$ cat src/hw/rtl/xmt_pkg.sv
// shared types, character codes and keyword matching for the markup tokenizer
`timescale 1ns / 1ps
`default_nettype none
package xmt_pkg;

	typedef enum logic [3:0] {
		KIND_COMMENT_OPEN  = 4'd0,
		KIND_COMMENT_CLOSE = 4'd1,
		KIND_END_OPEN      = 4'd2,
		KIND_EMPTY_CLOSE   = 4'd3,
		KIND_OPEN          = 4'd4,
		KIND_CLOSE         = 4'd5,
		KIND_EQUALS        = 4'd6,
		KIND_QUOTE         = 4'd7,
		KIND_DQUOTE        = 4'd8,
		KIND_SPACE         = 4'd9,
		KIND_STRING        = 4'd10,
		KIND_NONE          = 4'd15
	} kind_t;

	localparam logic [7:0] CH_LT     = 8'h3C;
	localparam logic [7:0] CH_GT     = 8'h3E;
	localparam logic [7:0] CH_BANG   = 8'h21;
	localparam logic [7:0] CH_DASH   = 8'h2D;
	localparam logic [7:0] CH_SLASH  = 8'h2F;
	localparam logic [7:0] CH_EQ     = 8'h3D;
	localparam logic [7:0] CH_QUOTE  = 8'h27;
	localparam logic [7:0] CH_DQUOTE = 8'h22;
	localparam logic [7:0] CH_SP     = 8'h20;
	localparam logic [7:0] CH_TAB    = 8'h09;
	localparam logic [7:0] CH_CR     = 8'h0D;

	localparam int unsigned WIN_BYTES = 4;

	// window towards the labeller: byte 0 is the one being labelled
	typedef struct packed {
		logic [WIN_BYTES-1:0][7:0] bytes;
		logic [2:0]                avail;
		logic                      last;
	} win_t;

	typedef struct packed {
		logic       hit;
		kind_t      kind;
		logic [1:0] extra;
	} kw_t;

	function automatic logic is_ws(input logic [7:0] b);
		return (b == CH_SP) || ((b >= CH_TAB) && (b <= CH_CR));
	endfunction

	// first keyword in priority order that lies wholly inside the window
	function automatic kw_t kw_match(input win_t w);
		kw_t r;
		r = '{hit: 1'b1, kind: KIND_NONE, extra: 2'd0};
		if (w.avail >= 3'd4 && w.bytes[0] == CH_LT && w.bytes[1] == CH_BANG &&
				w.bytes[2] == CH_DASH && w.bytes[3] == CH_DASH) begin
			r.kind = KIND_COMMENT_OPEN;
			r.extra = 2'd3;
		end else if (w.avail >= 3'd3 && w.bytes[0] == CH_DASH && w.bytes[1] == CH_DASH &&
				w.bytes[2] == CH_GT) begin
			r.kind = KIND_COMMENT_CLOSE;
			r.extra = 2'd2;
		end else if (w.avail >= 3'd2 && w.bytes[0] == CH_LT && w.bytes[1] == CH_SLASH) begin
			r.kind = KIND_END_OPEN;
			r.extra = 2'd1;
		end else if (w.avail >= 3'd2 && w.bytes[0] == CH_SLASH && w.bytes[1] == CH_GT) begin
			r.kind = KIND_EMPTY_CLOSE;
			r.extra = 2'd1;
		end else if (w.bytes[0] == CH_LT) begin
			r.kind = KIND_OPEN;
		end else if (w.bytes[0] == CH_GT) begin
			r.kind = KIND_CLOSE;
		end else if (w.bytes[0] == CH_EQ) begin
			r.kind = KIND_EQUALS;
		end else if (w.bytes[0] == CH_QUOTE) begin
			r.kind = KIND_QUOTE;
		end else if (w.bytes[0] == CH_DQUOTE) begin
			r.kind = KIND_DQUOTE;
		end else begin
			r.hit = 1'b0;
		end
		return r;
	endfunction

endpackage
`default_nettype wire

$ cat src/hw/rtl/xmt_window.sv
// four-byte lookahead window with end-of-stream flush control
`timescale 1ns / 1ps
`default_nettype none
module xmt_window (
	input  wire logic          clk,
	input  wire logic          arst_n,
	input  wire logic          in_valid,
	output logic               in_stall,
	input  wire logic [7:0]    in_byte,
	input  wire logic          in_end,
	output xmt_pkg::win_t      win,
	output logic               win_valid,
	input  wire logic          win_ready
);
	import xmt_pkg::*;

	logic [WIN_BYTES-1:0][7:0] hold_q;
	logic [WIN_BYTES-1:0][7:0] hold_n;
	logic [2:0]                cnt_q;
	logic [2:0]                cnt_n;
	logic [2:0]                cnt_shift;
	logic                      fl_q;
	logic                      lab_fire;
	logic                      in_take;

	assign win_valid = (cnt_q == 3'd4) || (fl_q && cnt_q != 3'd0);
	assign win.bytes = hold_q;
	assign win.avail = cnt_q;
	assign win.last  = fl_q && (cnt_q == 3'd1);

	assign lab_fire = win_valid && win_ready;
	assign in_stall = fl_q || ((cnt_q == 3'd4) && !lab_fire);
	assign in_take  = in_valid && !in_stall;

	assign cnt_shift = cnt_q - {2'b00, lab_fire};
	assign cnt_n     = cnt_shift + {2'b00, in_take};

	always_comb begin
		hold_n = hold_q;
		if (lab_fire) begin
			for (int i = 0; i < WIN_BYTES - 1; i++) begin
				hold_n[i] = hold_q[i+1];
			end
		end
		if (in_take) begin
			hold_n[cnt_shift[1:0]] = in_byte;
		end
	end

	always_ff @(posedge clk) begin
		hold_q <= hold_n;
	end

	always_ff @(posedge clk or negedge arst_n) begin
		if (!arst_n) begin
			cnt_q <= 3'd0;
			fl_q  <= 1'b0;
		end else begin
			cnt_q <= cnt_n;
			if (in_take && in_end) begin
				fl_q <= 1'b1;
			end else if (lab_fire && win.last) begin
				fl_q <= 1'b0;
			end
		end
	end

endmodule
`default_nettype wire

$ cat src/hw/rtl/xmt_label.sv
// token labelling state and result register
`timescale 1ns / 1ps
`default_nettype none
module xmt_label (
	input  wire logic          clk,
	input  wire logic          arst_n,
	input  wire xmt_pkg::win_t win,
	input  wire logic          win_valid,
	output logic               win_ready,
	output logic               res_valid,
	input  wire logic          res_stall,
	output logic [7:0]         res_byte,
	output logic [3:0]         res_kind,
	output logic               res_start,
	output logic               res_last
);
	import xmt_pkg::*;

	kind_t      cur_q;
	kind_t      cur_n;
	logic [1:0] kbl_q;
	logic [1:0] kbl_n;
	kind_t      kind;
	logic       start;
	logic       ws;
	kw_t        kw;
	logic       fire;

	assign ws = is_ws(win.bytes[0]);
	assign kw = kw_match(win);

	always_comb begin
		kbl_n = kbl_q;
		if (kbl_q != 2'd0) begin
			kind  = cur_q;
			start = 1'b0;
			kbl_n = kbl_q - 2'd1;
		end else if (cur_q == KIND_SPACE && ws) begin
			kind  = KIND_SPACE;
			start = 1'b0;
		end else if (cur_q == KIND_STRING && !ws && !kw.hit) begin
			kind  = KIND_STRING;
			start = 1'b0;
		end else begin
			start = 1'b1;
			if (kw.hit) begin
				kind  = kw.kind;
				kbl_n = kw.extra;
			end else begin
				kind = ws ? KIND_SPACE : KIND_STRING;
			end
		end
		cur_n = kind;
		// end of stream: next byte opens a fresh stream
		if (win.last) begin
			cur_n = KIND_NONE;
			kbl_n = 2'd0;
		end
	end

	assign win_ready = !res_valid || !res_stall;
	assign fire      = win_valid && win_ready;

	always_ff @(posedge clk or negedge arst_n) begin
		if (!arst_n) begin
			cur_q     <= KIND_NONE;
			kbl_q     <= 2'd0;
			res_valid <= 1'b0;
		end else begin
			if (fire) begin
				cur_q <= cur_n;
				kbl_q <= kbl_n;
			end
			if (fire) begin
				res_valid <= 1'b1;
			end else if (!res_stall) begin
				res_valid <= 1'b0;
			end
		end
	end

	always_ff @(posedge clk) begin
		if (fire) begin
			res_byte  <= win.bytes[0];
			res_kind  <= kind;
			res_start <= start;
			res_last  <= win.last;
		end
	end

endmodule
`default_nettype wire

$ cat src/hw/rtl/xml_markup_byte_tokenizer_top.sv
// top level of the markup byte tokenizer
`timescale 1ns / 1ps
`default_nettype none
// Labels a markup byte stream with token kinds and token-start flags, one result
// per byte, in stream order. A byte is labelled once three later bytes are held
// (or the stream ends), so the first result appears four transfers into a
// stream. In steady flow the block takes one byte and gives one result per cycle;
// the byte window and the result register decouple the two channels, so input
// keeps flowing while a result waits on tok_stall until the window is full.
// The transfer that carries stream_end starts a flush: the held bytes and the
// final byte are labelled one per cycle while tok_stall is low, text_stall stays
// high during that flush, and the last result carries last_out. After a flush
// the tokenizer state is back at reset and the next byte opens a new stream.
// Keyword matching is done in fixed priority against the window, and a keyword
// only matches when all its bytes are present, so a partial keyword at the end
// of a stream is labelled as the shorter keywords and strings within it.
module xml_markup_byte_tokenizer_top (
	input  wire logic       clk,
	input  wire logic       arst_n,
	// byte input channel
	input  wire logic       text_valid,
	output logic            text_stall,
	input  wire logic [7:0] text_byte,
	input  wire logic       stream_end,
	// labelled byte channel
	output logic            tok_valid,
	input  wire logic       tok_stall,
	output logic [7:0]      byte_out,
	output logic [3:0]      token_kind,
	output logic            token_start,
	output logic            last_out
);
	import xmt_pkg::*;

	win_t win;
	logic win_valid;
	logic win_ready;

	// lookahead window and flush sequencing
	xmt_window u_window (
		.clk       (clk),
		.arst_n    (arst_n),
		.in_valid  (text_valid),
		.in_stall  (text_stall),
		.in_byte   (text_byte),
		.in_end    (stream_end),
		.win       (win),
		.win_valid (win_valid),
		.win_ready (win_ready)
	);

	// labelling logic and result register
	xmt_label u_label (
		.clk       (clk),
		.arst_n    (arst_n),
		.win       (win),
		.win_valid (win_valid),
		.win_ready (win_ready),
		.res_valid (tok_valid),
		.res_stall (tok_stall),
		.res_byte  (byte_out),
		.res_kind  (token_kind),
		.res_start (token_start),
		.res_last  (last_out)
	);

	// a result never carries the idle kind
	a_kind_legal: assert property (@(posedge clk) disable iff (!arst_n)
		tok_valid |-> (token_kind <= 4'd10))
		else $error("result with illegal token kind");

	// the window never offers a byte it does not hold
	a_win_nonempty: assert property (@(posedge clk) disable iff (!arst_n)
		win_valid |-> (win.avail != 3'd0 && win.avail <= 3'd4))
		else $error("window offered with bad fill");

	// the final byte transfer must start a flush that blocks input
	a_end_stalls: assert property (@(posedge clk) disable iff (!arst_n)
		(text_valid && !text_stall && stream_end) |=> text_stall)
		else $error("input not held off after stream end");

	// a flush always ends with a labelled last byte
	a_last_flag: assert property (@(posedge clk) disable iff (!arst_n)
		(win_valid && win_ready && win.last) |=> (tok_valid && last_out))
		else $error("last byte not flagged at result");

endmodule
`default_nettype wire

$ cat config.mk
export PLATFORM = sky130hd
export DESIGN_NAME = xml_markup_byte_tokenizer_top
export DESIGN_NICKNAME = d
export VERILOG_FILES = /design/src/hw/rtl/xmt_pkg.sv /design/src/hw/rtl/xmt_window.sv /design/src/hw/rtl/xmt_label.sv /design/src/hw/rtl/xml_markup_byte_tokenizer_top.sv
export SDC_FILE = /design/constraint.sdc
export NUM_CORES = 1
export LEC_CHECK = 0
export BUFFER_PORTS_ARGS = -buffer_cell sky130_fd_sc_hd__buf_2
export CORE_MARGIN = 2
export CORE_UTILIZATION = 25
export DETAILED_ROUTE_END_ITERATION = 7
export GPL_ROUTABILITY_DRIVEN = 1
export SLEW_MARGIN = 5
export SYNTH_ARGS = -nofsm -noshare
export SYNTH_HDL_FRONTEND = slang
export SYNTH_SLANG_ARGS = --single-unit
$ cat constraint.sdc
create_clock -name clk -period 4.45 [get_ports clk]
set_clock_uncertainty 0.1 [all_clocks]
set_input_delay 0.89 -clock clk [delete_from_list [all_inputs] [get_ports clk]]
set_output_delay 0.89 -clock clk [all_outputs]
set_load 0.01 [all_outputs]
==> results.toml <==
[place]
place_inst = 436
gp_congestion = 0.848
hpwl_um = 4670
portBuffers = 28

[clock_tree]
hold_buffers = 0
clk_latency_ns = 0.33
cts_tree = "built"
cts_resized = 0
clkTransAtPathRegs_ns = 0.05
cts_made_buffers = 9
cts_setup_buffers = 0
cts_root_buf = "clkbuf_16"
cts.sinks = 57
htreeDepth = 3
cts_max_path_buffers = 2

[setup_path]
crit_fanout = 7
crit_slowest_cell = "dfrtp_1"
reg2reg_slack_ns = 1.95
crit_buf_inv = 1
critPathMaxStageDelay_ns = 0.47
crit_type = "reg -> out"
critPathLaunchType = "flop"
worst-endpoint-arrival_ns = 1.55
crit_chain = "or3b_1 > o21ai_0 > buf_2"
cp.required_ns = 3.46
path_delay_family = "flip-flops"
endpoint_kind = "primary output"

[floorplan]
rows = 39
die-area_mm2 = 0.0124
initial_utilization_pct = 25.4
core_area_mm2 = 0.0114
die_x_um = 112
die_h_um = 112
pin_count = 29

[sta]
finalSetupTns_ns = 0
finalCritPeriodShare_pct = 57.0
setup_viol = 0
clock.fmax_ghz = 0.394
max-slew-margin-rel_pct = 58.3
period_minus_slack_ns = 2.54
drv_slew = 0
finalHoldViolations = 0
rsz0062_at_grt = "false"
worst_pin_slew_ns = 0.626

[cells_and_area]
nets = 321
final_cells = 452
antennaDiodeCount = 0
fillers = 1156
area_growth_pct = 21.0
drive_gt1_share_pct = 21.4

[status]
status = "finished, final reports clean"

[yosys]
syn_inst = 272
syn_nets = 289
synth_ff_type = "dfxtp_1"
syn_area_per_cell_um2 = 10.6
ys_seq_elements = 57
seq_area_frac_synth_pct = 49.1
netlist_area_mm2 = 0.00289
synth.distinct_cells = 63
ys_warn_count = 0
async_flop_share_pct = 19.3
synth-edff-count = 22

[power_and_ir_drop]
ir_worst_vdd_v = 0.000201
p_per_area_mw_per_mm2 = 778
leakagePower_nw = 1.32
power.total_w = 0.00272

[global_routing]
grt_pass1_wl_um = 10600
antenna_found_initial = 0
grt-ovfl-total = 0
grt_max_degree = 43
grt_use_total_pct = 10.8
grt_pass1_vias = 2094

[routing]
drc = 0
wl_um = 6440
drtIter0Drc = 100
vias = 2140
dr.pass1.iters = 4
ant_nets = 0
post_drt_wl_per_cell_um = 14.2
via_per_inst = 4.73

[hold_path]
hp-class = "in -> async"

[job]
max_cap_viol_count = 0
-- where the power goes --
group,switching [W],internal [W],total (W)
registers,0.000236,0.000827,0.00106
logic,0.000508,0.000408,0.000916
clock network,0.000234,0.000512,0.000746
total,0.000978,0.00175,0.00272
-- cell usage after synthesis (4+ instances only) --
cell type  instances  share of area [%]
nand2_1           31                4.0
a21oi_1            6                1.0
clkbuf_1           4               0.52
mux2i_1           24                8.3
inv_1             10                1.3
dfrtp_1            7                6.1
ha_1               4                1.7
nor2_1             8                1.0
or3_1              4               0.86
dfstp_2            4                3.6
nor4bb_1           5                1.7
a31oi_1            4               0.86
edfxtp_1          22                 23
dfxtp_1           24                 17
o21ai_1           28                4.8
nor3_1            12                2.1
-- final timing paths --
check,from,endpoint,cells after the start
max,u_window.cnt_q[2],text_stall,3
min,arst_n,u_label.res_valid,1
max reg2reg,u_window.cnt_q[2],u_window.win[34],7
min reg2reg,u_label.kbl_q[0],u_label.kbl_q[0],1
max in group asynchronous,arst_n,u_label.cur_q[3],1
min in group clk,u_label.kbl_q[0],u_label.kbl_q[0],1
-- cell type report --
type / count / area (um^2) / area share [%]
sequential: 57 / 1420 / 40.6
multi-input combinational: 192 / 1350 / 38.5
clock inverter: 3 / 43.8 / 1.25
timing repair buffer: 33 / 178 / 5.08
tap: 143 / 179 / 5.11
clock buffer: 13 / 292 / 8.33
inverter: 11 / 41.3 / 1.18
-- worst reg2reg max path, stage by stage, from the launching register on --
cell	delay [ns]
dfrtp_1	0.47
or3b_1	0.43
a22o_1	0.30
inv_2	0.09
ha_1	0.15
ha_1	0.25
nor3_1	0.21
buf_4	0.20
-- stage by stage --
stage	utilization [%]	setup WS [ns]	cell area (um^2)	hold WS [ns]
finish	30.8	1.91	3500	0.323
global route	30.8	1.73	3500	0.336
CTS	30.8	1.89	3500	0.324
detailed placement	27.8	1.78	3170	0.413
global placement	27.8	1.80	3170	0.397
floorplan	-	1.30	2890	0.309
-- logic make-up after synthesis --
kind of cell,Yosys count,synth area share [%]
AOI/OAI and AO/OA,63,14.5
adders and majority gates,4,1.73
DFF,57,49.1
buffers and inverters,23,4.32
muxes,24,8.30
xor gates and xnor gates,2,0.606
and+or+nand+nor,99,21.4
-- layer usage --
metal | wire [um] | part of all wire (%) | vias up | GRT usage, %
li1 | - | - | 1080 | -
met4 | 140 | 2.2 | 0 | 5.35
met3 | 265 | 4.1 | 11 | 3.65
met5 | 0 | 0 | - | 0
met1 | 3010 | 47 | 1019 | 13.3
met2 | 3020 | 47 | 30 | 17.1
-- registers in the layout, indices dropped and copies added (netlist names) --
register,count
u_label.res_byte,8
u_label.kbl_q,2
u_label.res_last,1
u_label.res_start,1
u_label.res_valid,1
u_label.cur_q,4
u_window.win,32
u_window.fl_q,1
u_label.res_kind,4
u_window.cnt_q,3
-- cells in the final DEF (no fill, tap or decap), types with 2 or more instances in the layout --
master     synthesis  final
a21oi_1            6      6
a31oi_1            4      4
and2_1             2      2
buf_2              1     28
buf_4              3      5
clkbuf_16          0     10
clkbuf_8           0      3
dfrtp_1            7      7
dfstp_2            4      4
dfxtp_1           24     24
edfxtp_1          22     22
ha_1               4      4
inv_1             10     10
mux2i_1           24     24
nand2_1           31     31
nand2b_1           3      3
nand3_1            2      2
nand4b_1           2      2
nor2_1             8      8
nor2b_1            2      2
nor3_1            12     12
nor4_1             3      3
nor4_2             2      2
nor4bb_1           5      5
o211ai_1           3      3
o21ai_0            2      2
o21ai_1           28     28
o2bb2ai_1          3      3
o31ai_1            3      3
or2b_1             2      2
or3_1              4      4
or3b_1             3      3
or4b_1             3      3
or4bb_1            3      3
xnor2_1            2      2
(Power assumes the default switching activity.)
